[src/hdl/pdu_pkg.sv]
// Shared types, register indexes and constants for the packed-decimal unpacker.
// No dependencies; every other file of the block but the checker imports this package.
package pdu_pkg;

	localparam int DIGIT_W        = 4;
	localparam int BYTE_W         = 8;
	localparam int CFG_INDEX_W    = 2;
	localparam int CFG_DATA_W     = 4;
	localparam int MAX_DIGITS_DEF = 15;

	localparam logic [CFG_INDEX_W-1:0] REG_DIGIT_COUNT       = 2'd0;
	localparam logic [CFG_INDEX_W-1:0] REG_SIGNED_MODE       = 2'd1;
	localparam logic [CFG_INDEX_W-1:0] REG_START_HIGH_NIBBLE = 2'd2;

	localparam logic [DIGIT_W-1:0] DIGIT_COUNT_RESET = 4'd15;
	localparam logic [DIGIT_W-1:0] SIGN_NEG_B        = 4'hB;
	localparam logic [DIGIT_W-1:0] SIGN_NEG_D        = 4'hD;
	localparam logic [DIGIT_W-1:0] NIBBLE_MAX        = 4'hF;

	typedef struct packed {
		logic [DIGIT_W-1:0] digit_count;
		logic               signed_mode;
		logic               start_high_nibble;
	} pdu_cfg_t;

	typedef struct packed {
		logic sign_pending;
		logic is_negative;
		logic in_number;
	} pdu_flags_t;

	// Bits needed for the largest magnitude of n digit nibbles, every one at 15.
	function automatic int acc_width(input int n);
		longint unsigned v;
		int bits;
		v = 0;
		bits = 0;
		for (int i = 0; i < n; i++) begin
			v = v * 10 + longint'(NIBBLE_MAX);
		end
		for (int i = 0; i < 64; i++) begin
			if (v != 0) begin
				bits++;
				v = v >> 1;
			end
		end
		return bits;
	endfunction

endpackage

[src/hdl/pdu_cfg.sv]
// Configuration registers of the packed-decimal unpacker.
// Depends on pdu_pkg for register indexes, reset values and the config struct.
module pdu_cfg (
	input  logic                               clk,
	input  logic                               arst_n,
	input  logic                               cfg_write,
	input  logic [pdu_pkg::CFG_INDEX_W-1:0]    cfg_index,
	input  logic [pdu_pkg::CFG_DATA_W-1:0]     cfg_data,
	output pdu_pkg::pdu_cfg_t                  cfg
);
	import pdu_pkg::*;

	pdu_cfg_t cfg_q;

	always_ff @(posedge clk or negedge arst_n) begin
		if (!arst_n) begin
			cfg_q.digit_count       <= DIGIT_COUNT_RESET;
			cfg_q.signed_mode       <= 1'b1;
			cfg_q.start_high_nibble <= 1'b1;
		end else if (cfg_write) begin
			unique case (cfg_index)
				REG_DIGIT_COUNT:       cfg_q.digit_count       <= cfg_data[DIGIT_W-1:0];
				REG_SIGNED_MODE:       cfg_q.signed_mode       <= cfg_data[0];
				REG_START_HIGH_NIBBLE: cfg_q.start_high_nibble <= cfg_data[0];
				default: ;
			endcase
		end
	end

	assign cfg = cfg_q;

endmodule

[src/hdl/pdu_step.sv]
// Single-pass datapath: takes one byte through the sign and digit steps of both nibbles.
// Depends on pdu_pkg for the config and flag structs and the sign codes.
module pdu_step #(
	parameter int MAX_DIGITS = pdu_pkg::MAX_DIGITS_DEF,
	parameter int ACC_W      = pdu_pkg::acc_width(MAX_DIGITS),
	parameter int CNT_W      = $clog2(MAX_DIGITS + 1),
	parameter int VALUE_W    = ACC_W + 1
) (
	input  pdu_pkg::pdu_cfg_t                cfg,
	input  logic [pdu_pkg::BYTE_W-1:0]       data_byte,
	input  logic [ACC_W-1:0]                 acc,
	input  logic [CNT_W-1:0]                 left,
	input  pdu_pkg::pdu_flags_t              flags,
	output logic [ACC_W-1:0]                 acc_next,
	output logic [CNT_W-1:0]                 left_next,
	output pdu_pkg::pdu_flags_t              flags_next,
	output logic                             emit,
	output logic signed [VALUE_W-1:0]        result
);
	import pdu_pkg::*;

	logic [DIGIT_W-1:0] hi;
	logic [DIGIT_W-1:0] lo;
	logic [CNT_W-1:0]   eff;
	logic               start;
	logic               skip_hi;
	logic [ACC_W-1:0]   acc_a, acc_b, acc_c;
	logic [CNT_W-1:0]   left_a, left_b, left_c;
	logic               sp_a, sp_b, sp_c;
	logic               neg_a, neg_b, neg_c;
	logic               done_h, done_l;
	logic [VALUE_W-1:0] mag;

	assign hi = data_byte[BYTE_W-1:DIGIT_W];
	assign lo = data_byte[DIGIT_W-1:0];

	always_comb begin
		if (cfg.digit_count == '0) begin
			eff = CNT_W'(1);
		end else if (int'(cfg.digit_count) > MAX_DIGITS) begin
			eff = CNT_W'(MAX_DIGITS);
		end else begin
			eff = CNT_W'(cfg.digit_count);
		end
	end

	always_comb begin
		start   = !flags.in_number;
		skip_hi = start && !cfg.start_high_nibble;
		acc_a   = start ? '0 : acc;
		left_a  = start ? eff : left;
		sp_a    = start ? cfg.signed_mode : flags.sign_pending;
		neg_a   = start ? 1'b0 : flags.is_negative;

		acc_b  = acc_a;
		left_b = left_a;
		sp_b   = sp_a;
		neg_b  = neg_a;
		done_h = 1'b0;
		if (!skip_hi) begin
			if (sp_a) begin
				neg_b = (hi == SIGN_NEG_B) || (hi == SIGN_NEG_D);
				sp_b  = 1'b0;
			end else begin
				acc_b  = (acc_a << 3) + (acc_a << 1) + ACC_W'(hi);
				left_b = (left_a != '0) ? left_a - CNT_W'(1) : left_a;
				done_h = (left_b == '0);
			end
		end

		acc_c  = acc_b;
		left_c = left_b;
		sp_c   = sp_b;
		neg_c  = neg_b;
		done_l = 1'b0;
		if (!done_h) begin
			if (sp_b) begin
				neg_c = (lo == SIGN_NEG_B) || (lo == SIGN_NEG_D);
				sp_c  = 1'b0;
			end else begin
				acc_c  = (acc_b << 3) + (acc_b << 1) + ACC_W'(lo);
				left_c = (left_b != '0) ? left_b - CNT_W'(1) : left_b;
				done_l = (left_c == '0);
			end
		end

		emit                    = done_h || done_l;
		acc_next                = acc_c;
		left_next               = left_c;
		flags_next.sign_pending = sp_c;
		flags_next.is_negative  = neg_c;
		flags_next.in_number    = !emit;
		mag                     = VALUE_W'(acc_c);
		result                  = neg_c ? -mag : mag;
	end

endmodule

[src/hdl/packed_decimal_unpacker.sv]
// Top level of the packed-decimal unpacker: input register, number state and result register.
// Depends on pdu_pkg, pdu_cfg and pdu_step.
//
// The block takes one byte in every cycle unless it stalls the source and returns each packed
// number as a signed binary value once the byte holding its last digit has passed the input
// register and the result register. Both nibbles of a byte go through one pass of the step
// logic (two multiply-by-ten adds) between the input and result registers, so the sustained
// rate is one byte per cycle without stall. A result waiting under stall still lets one more
// byte in; stall goes back to the source only while that byte and the result are both held.
module packed_decimal_unpacker #(
	parameter int MAX_DIGITS = pdu_pkg::MAX_DIGITS_DEF,
	localparam int ACC_W     = pdu_pkg::acc_width(MAX_DIGITS),
	localparam int VALUE_W   = ACC_W + 1
) (
	input  logic                              clk,
	input  logic                              arst_n,
	input  logic                              in_valid,
	output logic                              in_stall,
	input  logic [pdu_pkg::BYTE_W-1:0]        data_byte,
	output logic                              out_valid,
	input  logic                              out_stall,
	output logic signed [VALUE_W-1:0]         value,
	input  logic                              cfg_write,
	input  logic [pdu_pkg::CFG_INDEX_W-1:0]   cfg_index,
	input  logic [pdu_pkg::CFG_DATA_W-1:0]    cfg_data
);
	import pdu_pkg::*;

	localparam int CNT_W = $clog2(MAX_DIGITS + 1);

	pdu_cfg_t              cfg;
	logic                  valid_s1;
	logic [BYTE_W-1:0]     byte_s1;
	logic                  advance;
	logic [ACC_W-1:0]      acc_q;
	logic [CNT_W-1:0]      left_q;
	pdu_flags_t            flags_q;
	logic [ACC_W-1:0]      acc_next;
	logic [CNT_W-1:0]      left_next;
	pdu_flags_t            flags_next;
	logic                  emit;
	logic signed [VALUE_W-1:0] result;
	logic                  out_valid_q;
	logic signed [VALUE_W-1:0] value_q;

	pdu_cfg u_cfg (
		.clk       (clk),
		.arst_n    (arst_n),
		.cfg_write (cfg_write),
		.cfg_index (cfg_index),
		.cfg_data  (cfg_data),
		.cfg       (cfg)
	);

	pdu_step #(
		.MAX_DIGITS (MAX_DIGITS),
		.ACC_W      (ACC_W),
		.CNT_W      (CNT_W),
		.VALUE_W    (VALUE_W)
	) u_step (
		.cfg        (cfg),
		.data_byte  (byte_s1),
		.acc        (acc_q),
		.left       (left_q),
		.flags      (flags_q),
		.acc_next   (acc_next),
		.left_next  (left_next),
		.flags_next (flags_next),
		.emit       (emit),
		.result     (result)
	);

	assign in_stall = valid_s1 && out_valid_q && out_stall;
	assign advance  = valid_s1 && !in_stall;

	always_ff @(posedge clk or negedge arst_n) begin
		if (!arst_n) begin
			valid_s1 <= 1'b0;
		end else if (!in_stall) begin
			valid_s1 <= in_valid;
		end
	end

	always_ff @(posedge clk) begin
		if (in_valid && !in_stall) begin
			byte_s1 <= data_byte;
		end
	end

	always_ff @(posedge clk or negedge arst_n) begin
		if (!arst_n) begin
			acc_q   <= '0;
			left_q  <= '0;
			flags_q <= '0;
		end else if (advance) begin
			acc_q   <= acc_next;
			left_q  <= left_next;
			flags_q <= flags_next;
		end
	end

	always_ff @(posedge clk or negedge arst_n) begin
		if (!arst_n) begin
			out_valid_q <= 1'b0;
		end else if (advance) begin
			out_valid_q <= emit;
		end else if (!out_stall) begin
			out_valid_q <= 1'b0;
		end
	end

	always_ff @(posedge clk) begin
		if (advance && emit) begin
			value_q <= result;
		end
	end

	assign out_valid = out_valid_q;
	assign value     = value_q;

endmodule

[config.mk]
export PLATFORM = sky130hd
export DESIGN_NAME = packed_decimal_unpacker
export DESIGN_NICKNAME = d
export VERILOG_FILES = /design/src/hdl/pdu_pkg.sv /design/src/hdl/pdu_cfg.sv /design/src/hdl/pdu_step.sv /design/src/hdl/packed_decimal_unpacker.sv
export SDC_FILE = /design/constraint.sdc
export NUM_CORES = 1
export LEC_CHECK = 0
export ABC_AREA = 1
export BUFFER_PORTS_ARGS = -buffer_cell sky130_fd_sc_hd__buf_2
export CAP_MARGIN = 20
export CORE_MARGIN = 2
export CORE_UTILIZATION = 40
export DETAILED_ROUTE_END_ITERATION = 6
export PLACE_DENSITY_LB_ADDON = 0.15
export SLEW_MARGIN = 20
export SYNTH_ARGS = -nofsm -noshare
export SYNTH_HDL_FRONTEND = slang
export SYNTH_SLANG_ARGS = --single-unit
export TNS_END_PERCENT = 10
[constraint.sdc]
create_clock -name clk -period 9.83 [get_ports clk]
set_clock_uncertainty 0.15 [all_clocks]
set_input_delay 0 -clock clk [delete_from_list [all_inputs] [get_ports clk]]
set_output_delay 0 -clock clk [all_outputs]
set_load 0.03 [all_outputs]
Yosys cells after proc, flatten, opt, wreduce, memory -nomap -nowiden --
Index checks and enable logic that the tools add are counted.
Word-level totals: flip-flop bits (word level) 126, input port bits 19, output and inout bits 54, logic and storage cells 77
Operators by class: $add $sub $neg 7, equality and inequality tests 7, multiplexer cells 28, reduce and logical (&&, ||, !) cells 22
Operators with widths (number):
- $mux W51 | 6
- $add A51 B4 Y51 | 2
- $add A51 B51 Y51 | 2
- $neg A51 Y52 | 1
- $mux W4 | 8
- $eq A4 B4 Y1 const B | 4
- $mux W1 | 14
- $logic_not A4 Y1 | 3
- $reduce_bool A4 Y1 | 2
- $sub A4 B1 Y4 const B | 2
- $logic_and A1 B1 Y1 | 6
- $reduce_and A2 Y1 | 3
- $logic_not A1 Y1 | 4
- $logic_or A1 B1 Y1 | 3
- $eq A2 B1 Y1 const B | 1
- $eq A2 B2 Y1 const B | 1
- $logic_not A2 Y1 | 1
- $ne A2 B1 Y1 const B | 1

Longest topological paths before layout --
word-level depth 14, depth in mapped cells 47, gate-level depth less buffers 43

By module --
Synthesis repeated with hierarchy kept, for this count alone.
Second synthesis, totals: cell total of the unflattened synthesis 3112, area total of the unflattened synthesis 17978.5 µm²
Modules (own cells, without submodules):
- pdu_step | instances 1, cells an instance 2757, area each 13504.2 µm², sequential area each 0.0 µm²
- packed_decimal_unpacker | instances 1, cells an instance 324, area each 4191.5 µm², sequential area each 3303.2 µm²
- pdu_cfg | instances 1, cells an instance 31, area each 282.8 µm², sequential area each 157.7 µm²

Worst setup path before layout --
No wires, ideal clock.
kind reg-to-reg, from reg flags_q[0] in the netlist's numbering, to reg value_q[43], in the netlist value[43] (data pin), library setup time 0.259 ns, arrival time 5.317 ns, data required time 9.421 ns, path slack 4.104 ns, cell stages (with the launch flop) 36, buffers on the path 5, period minus slack after synthesis 5.726 ns, cells stage by stage dfrtp_1 > buf_6 > buf_6 > buf_2 > buf_2 > buf_1 > nand3_1 > nand3_1 > nand2_1 > fa_1 > inv_1 > nand3_1 > nand3_1 > nand2_1 > nand2_1 > nand2_1 > nand3_1 > nand3_1 > nand2_1 > inv_1 > ha_1 > ha_1 > nand2_1 > o21ai_0 > a21oi_1 > nand3_1 > or2_2 > nand3_1 > nand2_1 > nor2_1 > nand2_1 > nor2_1 > nand3_2 > o21ai_1 > nand2_1 > xor2_1
Between the ends: longest elaborated chain between the ends 11, elaborated cells between the ends (all ways) 27, those cells by class 6 x add/sub; 17 x mux; 4 x reduce/logical
Ends and longest elaborated chain:
- start, declared | RTL line packed_decimal_unpacker.sv:37 | pdu_flags_t flags_q;
- start signal, assigned | RTL line packed_decimal_unpacker.sv:98 | flags_q <= flags_next;
- $mux W51 | RTL line pdu_step.sv:50 | acc_a = start ? '0 : acc;
- $add A51 B51 Y51 | RTL line pdu_step.sv:65 | acc_b = (acc_a << 3) + (acc_a << 1) + ACC_W'(hi);
- $add A51 B4 Y51 | RTL line pdu_step.sv:65
- $mux W51 | RTL line pdu_step.sv:61 | if (sp_a) begin
- $mux W51 | RTL line pdu_step.sv:60 | if (!skip_hi) begin
- $add A51 B51 Y51 | RTL line pdu_step.sv:81 | acc_c = (acc_b << 3) + (acc_b << 1) + ACC_W'(lo);
- $add A51 B4 Y51 | RTL line pdu_step.sv:81
- $mux W51 | RTL line pdu_step.sv:77 | if (sp_b) begin
- $mux W51 | RTL line pdu_step.sv:76 | if (!done_h) begin
- $neg A51 Y52 | RTL line pdu_step.sv:94 | result = neg_c ? -mag : mag;
- $mux W51 * | RTL line pdu_step.sv:94
- via result[43] | RTL line packed_decimal_unpacker.sv:42 | logic signed [VALUE_W-1:0] result;
- end signal, assigned | RTL line packed_decimal_unpacker.sv:114 | value_q <= result;
- end, declared | RTL line packed_decimal_unpacker.sv:44 | logic signed [VALUE_W-1:0] value_q;
Mark *: on every way through the listed nets, which the timed path passes. The rest lies on a longest branch. A chain may end at the register's enable or synchronous reset.

Worst setup path in the final report --
Ends and elaborated chain as after synthesis.

==> reports/metrics.yaml <==
outcome: "finished, final reports clean"
yosysUniqueCellTypes: 49
finalCritPeriodShare_pct: 77.9
fin_cells: 3553
syn-cell-area_mm2: 0.0173
viasPerCell: 5.29
core_area_mm2: 0.0428
cts_tree: "yes"
track_usage_pct: 29.6
gp_congestion: 1.01
place_area_mm2: 0.0181
cpMaxStageDelayCell: "dfrtp_2"
synth_edf_count: 60
drive_gt1_share_pct: 6.05
first_pass_iters: 7
async_flop_share_pct: 52.0
initial_utilization_pct: 40.3
clkSinkCount: 125
regArea_mm2: 0.00344
final.fill_count: 4741
path_clk_slew_ps: 70
post_cts_buffers: 0
yosys-top-cells-count: "nand2_1 (1025), inv_1 (508), nor2_1 (279)"
yosysWarnings: 0
chipHeight_um: 212
hold_buffers: 29
synth_flop_cell: "edfxtp_1"
dieWidth_um: 212
yosysMostFrequentCell: "nand2_1"
grt_overflow: 0
dp.cells: 3492
stdcell_area_mm2: 0.0191
synth_area_leaders: "nand2_1 (22%), ha_1 (14%), inv_1 (11%), edfxtp_1 (10%), dfrtp_1 (8.6%)"
hpwlAfterDp_mm: 54.9
drc_errors: 0
synth_top_area_cell: "nand2_1"
rows: 76
cp_common_cell: "nand2_1"
syn_inst: 2911
via_count: 18790
syn_area_per_cell_um2: 5.93
antenna_found_initial: 0
multiInputGateArea_mm2: 0.0116
antenna_left: 0
cts_buffers: 17
seq_area_frac_synth_pct: 19.9
wl_per_cell_um: 18.4
rrSetupSlack_ps: 2180
min_period_ps: 7650
grt_pass1_vias: 18247
finalCoreUtilization_pct: 44.6
syn_nets: 3125
relSlewSlack_pct: 35.9
first_iter_violations: 1665
ff2ff_path_depth: 35
io_pins: 73
rsz0062_at_grt: "false"
clock_path_buffers: 2
fin_nets: 3208
synth-seq-cells: 125
r2r_start: "flags_q[0]"
yosys.area.top_type_share_pct: 22.3
fmax_ghz: 0.131
critPathMaxStageDelay_ps: 960
end_kind: "register"
ctsResizeCount: 0
setup-tns-final_ps: 0
maxSlewViolCount: 0
die-area_mm2: 0.0448
cts_max_level: 4
grt_max_degree: 69
wirelength_mm: 65.3
setup_violations: 0
setup.worst_path.class: "register to register"
r2r-end: "value[43]"
critPathLaunch: "flags_q[0]"
areaGrowthSynthToFinish_pct: 10.6
drv_cap: 0
startpoint_type: "register"
io_buffers: 72
worstPathArrival_ps: 7690
worst_pin_slew_ps: 961
diodes: 0
hold_class: "input port to async pin"
grt_pass1_wl_mm: 100
worstSetupEndpoint: "value[43]"
critPathRequiredTime_ps: 9870
root_buffer: "clkbuf_16"
insertion_delay_ps: 450
crit_fanout: 37
hold_violations: 0
==> critical path, delay by kind of cell, from the launching register on <==
kind | cells | cell delay (ps)
xor gates and xnor gates | 1 | 160
adders and majority gates | 4 | 1460
buffers and inverters | 3 | 430
DFF | 1 | 960
and+or+nand+nor | 27 | 4200
==> sequential cells by signal (all words and copies together) (netlist names) <==
register	flops
acc_q	50
byte_s1	8
flags_q	3
left_q	4
out_valid	1
u_cfg.cfg	6
valid_s1	1
value	52
==> kinds of logic (layout without fill, tap and decap cells) <==
kind of cell    Yosys count  count (layout)  synth area share, %
compound gates          297             297                 9.43
xor+xnor                 61              61                 3.10
fa+ha+maj               195             195                 14.3
buf+inv                 562             658                 12.7
flops                   125             125                 19.9
mux                       2               2                0.123
simple gates           1669            1669                 40.5
==> per-layer routing <==
layer  global-route usage, %  part of all wire, %
met5                       0                    0
met4                    13.1                  4.7
met3                    2.98                  4.8
met2                    50.7                   47
met1                    37.6                   44
==> how the worst min path moves through the flow <==
stage | from | to | cells after the start
2_1_floorplan | arst_n | acc_q[0] | 0
3_3_place_gp | data_byte[6] | byte_s1[6] | 1
3_5_place_dp | data_byte[1] | byte_s1[1] | 1
4_1_cts | data_byte[5] | byte_s1[5] | 2
5_1_grt | data_byte[7] | byte_s1[7] | 2
6_report | arst_n | acc_q[37] | 2
==> stage by stage <==
stage	setup WS [ps]	hold WS (ps)
3_5_place_dp	2390	29.1
5_1_grt	1670	109
6_report	2180	93.6
4_1_cts	2370	91.3
3_3_place_gp	2400	27.1
2_1_floorplan	4100	-446
==> layout by cell type (no fill, tap or decap), types with 3 or more instances in the layout <==
cell type,count
a21o_1,5
a21oi_1,113
a31oi_1,21
and2_1,4
buf_2,71
buf_4,9
bufinv_16,5
clkbuf_16,17
clkinvlp_4,3
dfrtp_1,58
dfstp_2,6
dlygate4sd3_1,29
edfxtp_1,60
fa_1,3
ha_1,192
inv_1,508
inv_2,8
nand2_1,1025
nand2_2,9
nand3_1,237
nand3_2,12
nand3b_1,15
nand4_1,49
nor2_1,277
nor2_2,7
nor2_4,8
nor3_1,16
o21a_1,8
o21ai_0,110
o21ai_1,13
o21ai_2,11
o21bai_1,5
o22ai_1,3
or2_2,4
xnor2_1,14
xor2_1,47
==> cell type report <==
class,instances,area share [%]
repair buffers,109,3.74
clock buffers,19,2.32
well taps,546,3.58
inverters,517,10.2
multi-input cells,2224,61.1
flip-flops and latches,125,18.0
clock inverters,13,1.11
Power is left out: the tool's default activity adds up to more than one toggle a clock period on the data nets, which glitch-free logic cannot reach.
